File: src/timestamped_delay_fifo_macros.svh
// Assertion helpers used by the RTL.
`ifndef TIMESTAMPED_DELAY_FIFO_MACROS_SVH
`define TIMESTAMPED_DELAY_FIFO_MACROS_SVH

// Same-cycle implication, held off during reset.
`define TDF_ASSERT_NOW(label, clk, rst, cond, expr) \
  label: assert property (@(posedge clk) disable iff (rst) (cond) |-> (expr)) \
    else $error("tdf assertion failed");

// Next-cycle implication, held off during reset.
`define TDF_ASSERT_NEXT(label, clk, rst, cond, expr) \
  label: assert property (@(posedge clk) disable iff (rst) (cond) |=> (expr)) \
    else $error("tdf assertion failed");

`endif

File: src/tdf_pkg.sv
package tdf_pkg;

  localparam int CMD_W    = 3;
  localparam int LENIN_W  = 16;
  localparam int TIME_W   = 32;
  localparam int STATUS_W = 3;
  localparam int SLOT_W   = 4;
  localparam int MLEN_W   = 12;
  localparam int CFG_W    = 16;
  localparam int CFG_IDX_W = 1;

  localparam logic [CMD_W-1:0] CMD_PUSH    = 3'd0;
  localparam logic [CMD_W-1:0] CMD_PEEK    = 3'd1;
  localparam logic [CMD_W-1:0] CMD_RELEASE = 3'd2;
  localparam logic [CMD_W-1:0] CMD_RECEIVE = 3'd3;
  localparam logic [CMD_W-1:0] CMD_CLEAR   = 3'd4;

  localparam logic [STATUS_W-1:0] ST_OK     = 3'd0;
  localparam logic [STATUS_W-1:0] ST_FULL   = 3'd1;
  localparam logic [STATUS_W-1:0] ST_LARGE  = 3'd2;
  localparam logic [STATUS_W-1:0] ST_EMPTY  = 3'd3;
  localparam logic [STATUS_W-1:0] ST_NOTDUE = 3'd4;

  localparam logic [CFG_IDX_W-1:0] REG_RELEASE_DELAY = 1'd0;
  localparam logic [CFG_IDX_W-1:0] REG_GATE_ENABLE   = 1'd1;

  typedef struct packed {
    logic [CMD_W-1:0]   command;
    logic [LENIN_W-1:0] length;
    logic [LENIN_W-1:0] capacity;
    logic [TIME_W-1:0]  now;
  } in_item_t;

  typedef struct packed {
    logic [STATUS_W-1:0] status;
    logic [SLOT_W-1:0]   slot;
    logic [MLEN_W-1:0]   message_length;
  } out_item_t;

endpackage

File: src/timestamped_delay_fifo.sv
// Channel  | Dir | Handshake             | Payload
// in       | in  | in_valid / in_ready   | in_item  (command, length, capacity, now)
// out      | out | out_valid / out_ready | out_item (status, slot, message_length)
// cfg      | in  | cfg_write             | cfg_index, cfg_data
//
// One request per cycle while in_ready; its response is registered into out or skid.
// Output register plus one skid entry: in_ready drops only while the skid entry is held.
// Head descriptor is prefetched from the descriptor memory, read at head_next.
// Reset (rst, synchronous) empties the ring and restores release_delay 0, gate_enable 1;
// descriptor memory is not cleared, occupancy comes from the fill count.
module timestamped_delay_fifo #(
  parameter int DEPTH      = 16,
  parameter int SLOT_BYTES = 2048
) (
  input  logic                                clk,
  input  logic                                rst,
  input  logic                                in_valid,
  output logic                                in_ready,
  input  tdf_pkg::in_item_t                   in_item,
  output logic                                out_valid,
  input  logic                                out_ready,
  output tdf_pkg::out_item_t                  out_item,
  input  logic                                cfg_write,
  input  logic [tdf_pkg::CFG_IDX_W-1:0]       cfg_index,
  input  logic [tdf_pkg::CFG_W-1:0]           cfg_data
);

`include "timestamped_delay_fifo_macros.svh"

  localparam int IDX_W = (DEPTH > 1) ? $clog2(DEPTH) : 1;
  localparam int CNT_W = $clog2(DEPTH + 1);
  localparam int LEN_W = (SLOT_BYTES >= 65535) ? 16 : $clog2(SLOT_BYTES + 1);
  localparam int TW    = tdf_pkg::TIME_W;

  logic [15:0]      release_delay;
  logic             gate_enable;

  logic [IDX_W-1:0] head;
  logic [IDX_W-1:0] tail;
  logic [CNT_W-1:0] count;
  logic [IDX_W-1:0] head_next;
  logic [IDX_W-1:0] tail_next;
  logic [CNT_W-1:0] count_next;

  logic [TW-1:0]    due_mem [DEPTH];
  logic [LEN_W-1:0] len_mem [DEPTH];
  logic [TW-1:0]    head_due;
  logic [LEN_W-1:0] head_len;

  tdf_pkg::out_item_t skid_item;
  logic               skid_valid;
  tdf_pkg::out_item_t res;

  logic             fire;
  logic             pop;
  logic             wr_en;
  logic             head_adv;
  logic             clr;
  logic             empty;
  logic             full;
  logic             len_big;
  logic [TW:0]      due_sum;
  logic [TW-1:0]    due_sat;
  logic [15:0]      head_len16;
  logic [15:0]      plen;

  function automatic logic [IDX_W-1:0] idx_inc(input logic [IDX_W-1:0] i);
    logic [IDX_W-1:0] r;
    r = (i == IDX_W'(DEPTH - 1)) ? '0 : i + 1'b1;
    return r;
  endfunction

  assign in_ready = !skid_valid;
  assign fire     = in_valid && in_ready;
  assign pop      = out_valid && out_ready;

  assign empty    = (count == '0);
  assign full     = (count == CNT_W'(DEPTH));
  assign len_big  = ({1'b0, in_item.length} > 17'(SLOT_BYTES));
  assign due_sum  = {1'b0, in_item.now} + (TW + 1)'(release_delay);
  assign due_sat  = due_sum[TW] ? '1 : due_sum[TW-1:0];
  assign head_len16 = 16'(head_len);

  always_comb begin
    res      = '0;
    wr_en    = 1'b0;
    head_adv = 1'b0;
    clr      = 1'b0;
    plen     = head_len16;
    case (in_item.command)
      tdf_pkg::CMD_PUSH: begin
        res.slot = 4'(tail);
        if (len_big) begin
          res.status = tdf_pkg::ST_LARGE;
        end else if (full) begin
          res.status = tdf_pkg::ST_FULL;
        end else if (in_item.length != '0) begin
          wr_en = fire;
          res.message_length = 12'(in_item.length);
        end
      end
      tdf_pkg::CMD_PEEK, tdf_pkg::CMD_RECEIVE: begin
        res.slot = 4'(head);
        if (empty) begin
          res.status = tdf_pkg::ST_EMPTY;
        end else if (gate_enable && (head_due > in_item.now)) begin
          res.status = tdf_pkg::ST_NOTDUE;
        end else begin
          if (in_item.command == tdf_pkg::CMD_RECEIVE) begin
            head_adv = fire;
            if (head_len16 > in_item.capacity) begin
              plen = in_item.capacity;
            end
          end
          res.message_length = 12'(plen);
        end
      end
      tdf_pkg::CMD_RELEASE: begin
        res.slot = 4'(head);
        if (empty) begin
          res.status = tdf_pkg::ST_EMPTY;
        end else begin
          head_adv = fire;
          res.message_length = 12'(head_len);
        end
      end
      tdf_pkg::CMD_CLEAR: begin
        clr = fire;
      end
      default: begin
      end
    endcase
  end

  always_comb begin
    head_next  = head;
    tail_next  = tail;
    count_next = count;
    if (clr) begin
      head_next  = '0;
      tail_next  = '0;
      count_next = '0;
    end else if (wr_en) begin
      tail_next  = idx_inc(tail);
      count_next = count + 1'b1;
    end else if (head_adv) begin
      head_next  = idx_inc(head);
      count_next = count - 1'b1;
    end
  end

  always_ff @(posedge clk) begin
    if (rst) begin
      head  <= '0;
      tail  <= '0;
      count <= '0;
    end else begin
      head  <= head_next;
      tail  <= tail_next;
      count <= count_next;
    end
  end

  // descriptor memory: write at tail, prefetch the next head entry
  always_ff @(posedge clk) begin
    if (wr_en) begin
      due_mem[tail] <= due_sat;
      len_mem[tail] <= LEN_W'(in_item.length);
    end
    if (wr_en && (tail == head_next)) begin
      head_due <= due_sat;
      head_len <= LEN_W'(in_item.length);
    end else begin
      head_due <= due_mem[head_next];
      head_len <= len_mem[head_next];
    end
  end

  always_ff @(posedge clk) begin
    if (rst) begin
      release_delay <= '0;
      gate_enable   <= 1'b1;
    end else if (cfg_write) begin
      case (cfg_index)
        tdf_pkg::REG_RELEASE_DELAY: release_delay <= cfg_data;
        tdf_pkg::REG_GATE_ENABLE:   gate_enable   <= cfg_data[0];
        default: begin
        end
      endcase
    end
  end

  // output register with one skid entry
  always_ff @(posedge clk) begin
    if (rst) begin
      out_valid  <= 1'b0;
      skid_valid <= 1'b0;
    end else if (skid_valid) begin
      if (pop) begin
        out_item   <= skid_item;
        skid_valid <= 1'b0;
      end
    end else if (fire) begin
      if (!out_valid || pop) begin
        out_item  <= res;
        out_valid <= 1'b1;
      end else begin
        skid_item  <= res;
        skid_valid <= 1'b1;
      end
    end else if (pop) begin
      out_valid <= 1'b0;
    end
  end

  `TDF_ASSERT_NOW(a_count_range, clk, rst, 1'b1, count <= CNT_W'(DEPTH))
  `TDF_ASSERT_NOW(a_ends_meet, clk, rst, (count == '0) || (count == CNT_W'(DEPTH)), head == tail)
  `TDF_ASSERT_NOW(a_skid_behind_out, clk, rst, skid_valid, out_valid)
  `TDF_ASSERT_NEXT(a_response_follows, clk, rst, in_valid && in_ready, out_valid)

endmodule

File: config.mk
export PLATFORM = sky130hd
export DESIGN_NAME = timestamped_delay_fifo
export DESIGN_NICKNAME = d
export VERILOG_FILES = /design/src/tdf_pkg.sv /design/src/timestamped_delay_fifo.sv
export VERILOG_INCLUDE_DIRS = /design/src /design/src/src
export SDC_FILE = /design/constraint.sdc
export NUM_CORES = 1
export LEC_CHECK = 0
export BUFFER_PORTS_ARGS = -buffer_cell sky130_fd_sc_hd__buf_4
export CAP_MARGIN = 20
export CORE_ASPECT_RATIO = 1.75
export CORE_MARGIN = 8
export CORE_UTILIZATION = 40
export DETAILED_ROUTE_END_ITERATION = 10
export GPL_ROUTABILITY_DRIVEN = 0
export PLACE_DENSITY = 0.52
export REMOVE_ABC_BUFFERS = 1
export SLEW_MARGIN = 20
export SYNTH_ARGS = -nofsm -noshare
export SYNTH_HDL_FRONTEND = slang
export SYNTH_SLANG_ARGS = --single-unit
export TNS_END_PERCENT = 10
File: constraint.sdc
create_clock -name clk -period 5.6 [get_ports clk]
set_input_delay 0.28 -clock clk [delete_from_list [all_inputs] [get_ports clk]]
set_output_delay 0.28 -clock clk [all_outputs]
set_load 0.03 [all_outputs]
* Word level (Yosys, flattened, before mapping)
Memories as Yosys holds them, arrays and structs flattened. A register that Yosys moved wholly into a read port is not among the register bits.
Index checks and enable logic that the tools add are counted.
** Word-level totals
- ROM bits :: 0
- Bits in writable memories :: 704
- Register bits after elaboration :: 70
- Bits in latches :: 0
- Bits of input ports :: 89
- Memories kept :: 2
** Memory list
- due_mem :: depth 16, width 32, read ports 1, clocked after Yosys merged registers in 1, write ports 1, RTL line timestamped_delay_fifo.sv:45 : logic [TW-1:0] due_mem [DEPTH];
- len_mem :: depth 16, width 12, read ports 1, clocked after Yosys merged registers in 1, write ports 1, RTL line timestamped_delay_fifo.sv:46 : logic [LEN_W-1:0] len_mem [DEPTH];
** Cells by class
- Magnitude comparators :: 3
- Div/mod/pow operators :: 0
- Multipliers :: 0
- Reduce and logical (&&, ||, !) cells :: 20
- Multiplexer cells :: 45
- Shifts and indexed selects :: 0
- Equality and inequality tests :: 9
- $add $sub $neg :: 5
- Bitwise operators :: 4
** Operator list (count)
- $mux 12 :: 8
- $mux 19 :: 4
- $pmux 19 s3 :: 1
- $add 32x16->33 :: 1
- $gt 32x32->1 :: 1
- $mux 32 :: 1
- $mux 4 :: 5
- $mux 1 :: 19
- $gt 12x16->1 :: 1
- $gt 16x12->1 const B :: 1
- $reduce_bool 16->1 :: 1
- $mux 5 :: 2
- $add 4x1->4 const B :: 2
- $eq 4x4->1 const B :: 2
- $reduce_and 4->1 :: 2
- $reduce_bool 2->1 :: 4
- $eq 3x2->1 const B :: 2
- $mux 3 :: 2
- $add 5x1->5 const B :: 1
- $eq 5x5->1 const B :: 1
- $logic_not 5->1 :: 1
- $sub 5x1->5 const B :: 1
- $mux 2 :: 2
- $ne 2x1->1 const B :: 2
- other kinds (11) :: 19

* Longest topological paths before layout
- Word-level depth :: 9
- Mapped depth :: 16
- Depth with buffers taken out :: 12

* Worst setup path before layout
Ideal clock, no wire load.
- Path kind :: in2reg
- From :: in in_item[64] (netlist bit)
- To :: mem due_mem[3][0] (netlist bit) (enable)
- Library setup time :: 0.500 ns
- Stages :: 9
- Arrival time :: 4.693 ns
- Path slack :: 0.407 ns
- Data required time :: 5.100 ns
- Buffers on the path :: 3
- Cell sequence :: or2_0 -> clkbuf_1 -> nor3_1 -> and3_1 -> buf_2 -> and2_1 -> clkbuf_1 -> nand2_1 -> nor3_1
** On the way
- Longest elaborated chain between the ends :: 4
** RTL lines
- start, declared :: RTL line timestamped_delay_fifo.sv:19 : input tdf_pkg::in_item_t in_item,
- $logic_not 3->1 :: RTL line timestamped_delay_fifo.sv:90 : case (in_item.command)
- $mux 1 :: RTL line timestamped_delay_fifo.sv:90
- $mux 1 :: RTL line timestamped_delay_fifo.sv:166 : if (wr_en) begin
- $mux 1 (implied by the code) :: RTL line timestamped_delay_fifo.sv:167 : due_mem[tail] <= due_sat;
- end, declared :: RTL line timestamped_delay_fifo.sv:45
No other way between the ends.

==> impl_results.md <==
* WL met2 at 44400 microns
* Flop and latch count out of synthesis at 778
* Net Sw Power at 2.48 mW
* Pwr/cell area at 320 nW/um^2
* R2r setup slk at 640 ps
* Buf/Inv on CP at 2
* Skew-Pair Late Insertion Delay at 640 ps
* DP Area at 34700 sq um
* Chip Height at 390 microns
* Hold Startpoint: cfg_index
* Final setup violation count at 0
* Critical-path maximum fanout at 25
* Period minus WS final at 4960 ps
* Fmax at 202 MHz
* Max Cap Viol at 0
* Routed len/inst at 28.1 microns
* Fin. Hold Viols at 0
* Gr usage total at 0.189
* Uppermost routed layer: met4
* Vias in the first global route at 18.1k
* Gate power share at 0.037
* Final Max Slew Viols at 0
* Hold Slack at 149 ps
* WL final at 84900 microns
* Register area share after synthesis at 0.718
* Core ar. at 79500 sq um
* Maximum VDD drop at 216 uV
* Number of synthesized flops with an enable pin at 742
* Clock network fraction of total power at 0.428
* IO Port Bufs at 109
* Wire length on met3 at 4100 microns
* FILL cells at 6713
* Clock root buffer: clkbuf_16
* CP Depth at 13
* Synth top area share at 0.696
* Mapped Avg Cell Area at 19.0 sq um
* WHS Endpoint: release_delay[15]$_SDFFE_PP0P_
* CTS Buffer Depth at 3
* WL met1 at 34400 microns
* Worst Skew at 19.9 ps
* WP data required at 6080 ps
* Min-Delay Path Depth at 4
* Cells after Synth at 1687
* Synth area leader: edfxtp_1
* Yosys warnings at 0
* Final period util at 0.885
* Switching Share at 0.205
* ANT cells at 0
* Initial antenna violation count at 0
* Synth Cell Area at 32000 sq um
* Nets@finish at 2080
* CP startpoint kind: flip-flop
* GRT overflow at 0
* Worst reg2reg path endpoint: out_item[0]$_DFFE_PP_
* Yosys cell types at 68
* Sequential share of power at 0.534
* Min-Delay Path Class: input pin to flip-flop
* Area occupied by multi-input gates at 8640 sq um
* CP max-delay cell: or4_1
* FFs w/ async S/R, synth at 0
* Max-slew headroom at 0.299
* Critical Path End Type: flip-flop
* Post-CTS setup buffer count at 0
* Ys flop type: edfxtp_1
* Total CTS buffers at 74
* Setup TNS at 0 ps
* Int Pwr at 9.60 mW
* Cell family with most CP delay: simple AND/OR/NAND/NOR gates
* RSZ-0062 raised after global routing: no
* Top post-synthesis cells by area: edfxtp_1 70%, mux4_2 15%, ha_1 2.7%, dfxtp_1 2.3%, nand2_1 1.3%
* Clk slew on worst S/H paths at 60 ps
* Fraction of layout cells with a size suffix above 1 at 0.272
* Die area at 89700 sq um
* Slew @ Worst Pin at 1040 ps
* Largest stage delay on the critical path at 600 ps
* Post-DP HPWL at 49800 microns
* Row cnt at 137
* Register area at 23000 sq um
* Initial Utilization at 0.403
* Crit-path cells: buf_12 -> buf_12 -> mux4_2 -> mux4_2 -> ha_1 -> nand4_1 -> or4_1 -> nor3b_2 -> o31ai_1 -> and2_4 -> nor3b_4 -> a22oi_1 -> a31oi_1
* Via density at 5.66
* Leakage at 12.4 nW
* Pre-antenna DRT Iters at 5
* Place WS at 616 ps
* Status: complete, no violations
* First-pass GRT wire length at 124000 microns
* Width of the die at 230 microns
* P&R area growth vs syn at 17.9%
* Setup CP Type: flip-flop to flip-flop
* Htree depth at 3
* Largest net degree at the start of global routing at 56
* Final WS setup at 641 ps
* Sink Count at 778
* Top Ports at 110
* Reg2reg path depth at 13
* Fin area at 37800 sq um
* Arrival @ worst endpoint at 5440 ps
* Iteration-0 DRC Markers at 1083
* Residual DRC at 0
* Antenna Nets Post-Route at 0
* CTS tree: yes
* Vias at 17.1k
==> state kept, by name, summed over array words and instances (netlist names), 4 cells and up, named ones only <==
register       cells
head               4
release_delay     16
tail               4
out_item          19
count              5
len_mem          192
skid_item         19
due_mem          512
==> worst max path at each step <==
stage	to	slack (ps)
after floorplan	out_item[3]$_DFFE_PP_	-5320
after CTS	out_item[4]$_DFFE_PP_	590
after global placement	out_item[10]$_DFFE_PP_	650
after detailed placement	out_item[4]$_DFFE_PP_	620
after global routing	out_item[10]$_DFFE_PP_	410
final	out_item[0]$_DFFE_PP_	640
==> cells in the mapped netlist (3+ instances only) <==
library cell  instances
clkbuf_1             49
edfxtp_1            742
a21oi_1              68
and3_1                9
nand4_1              11
mux2i_1               9
a41oi_1               3
nor2_1               50
or4_1                 4
nor2b_1              11
a22oi_1              23
o21bai_1              4
nor3_1               18
buf_2                11
ha_1                 68
and2_1                6
o21a_1                4
mux2_4                3
mux4_2              208
dfxtp_1              36
nand2_1             113
o21ai_0              11
a221o_1               7
nand3_1              19
buf_1                11
xor2_1                7
mux2_2                6
o21ai_1               9
a21o_1                8
xnor2_1              22
nor4_1                6
inv_1                61
a31oi_1               7
a211oi_1              8
nand2b_1              7
o31ai_1               9
==> per-stage QoR <==
step                      std cells  total power [mW]  utilization
after floorplan                1615              6.79            -
after global placement         2830              6.99        0.436
after detailed placement       2830              7.00        0.436
after CTS                      3021              12.2        0.475
after global routing           3021              12.5        0.475
final                          3021              12.1        0.475
==> area by class of cell <==
type / instances / share of cell area
clock buffers: 90 / 0.0537
clock inverters: 44 / 0.0120
inverters: 62 / 0.00616
multi-input cells: 775 / 0.229
flip-flops and latches: 778 / 0.610
well taps: 1042 / 0.0345
repair buffers: 230 / 0.0552
==> placed cells by master, fill, tap and decap left out, types with 5 or more instances in the layout <==
cell and n:
a21oi_1 68, nor3_1 13, mux2_2 6, and2_1 6, nand4_1 11, mux4_2 208, bufinv_16 9, clkbuf_16 79
nor3_2 5, a221o_1 7, and3_1 9, a211oi_1 8, clkinv_2 15, nor2_1 37, xor2_1 7, nand2_1 113
ha_1 68, nor2b_1 10, inv_1 61, xnor2_1 22, a31oi_1 6, o21ai_1 7, clkbuf_1 10, mux2i_1 8
edfxtp_1 742, a21o_1 8, dfxtp_1 32, buf_12 17, nand2b_1 7, clkinv_1 13, nand3_1 19, o31ai_1 9
buf_4 156, nor2_4 12, o21ai_0 11, a22oi_1 23, nor4_1 6, dlygate4sd3_1 57
==> worst min-delay path: stages <==
cell     delay, ps
buf_4          100
nor2b_1        120
nand2_1        160
a21oi_1         70
==> layer usage <==
layer	vias to the layer above	global-route usage
li1	7332	-
met1	9144	0.236
met2	510	0.336
met3	115	0.0300
met4	0	0.0586
met5	-	0
==> what timing repair did <==
item                      4_1_cts  5_1_grt
resized for setup               0        0
hold buffers                   57        0
hold endpoints to repair      227        0
==> power by group through the flow <==
stage          logic [mW]  clock network (mW)  registers [mW]
5_1_grt             0.500                5.50            6.45
3_5_place_dp        0.424                   0            6.58
4_1_cts             0.457                5.32            6.45
6_report            0.452                5.18            6.45
3_3_place_gp        0.412                   0            6.58
2_1_floorplan       0.199                   0            6.60
==> logic make-up (layout without fill, tap and decap cells) <==
kind of cell	count (synthesis)	after routing	synth area share
xor+xnor	29	29	0.00793
compound gates	180	180	0.0367
mux	226	226	0.153
fa+ha+maj	70	70	0.0278
simple gates	270	270	0.0402
buf+inv	134	426	0.0164
flops	778	778	0.718
(Power assumes the default switching activity.)
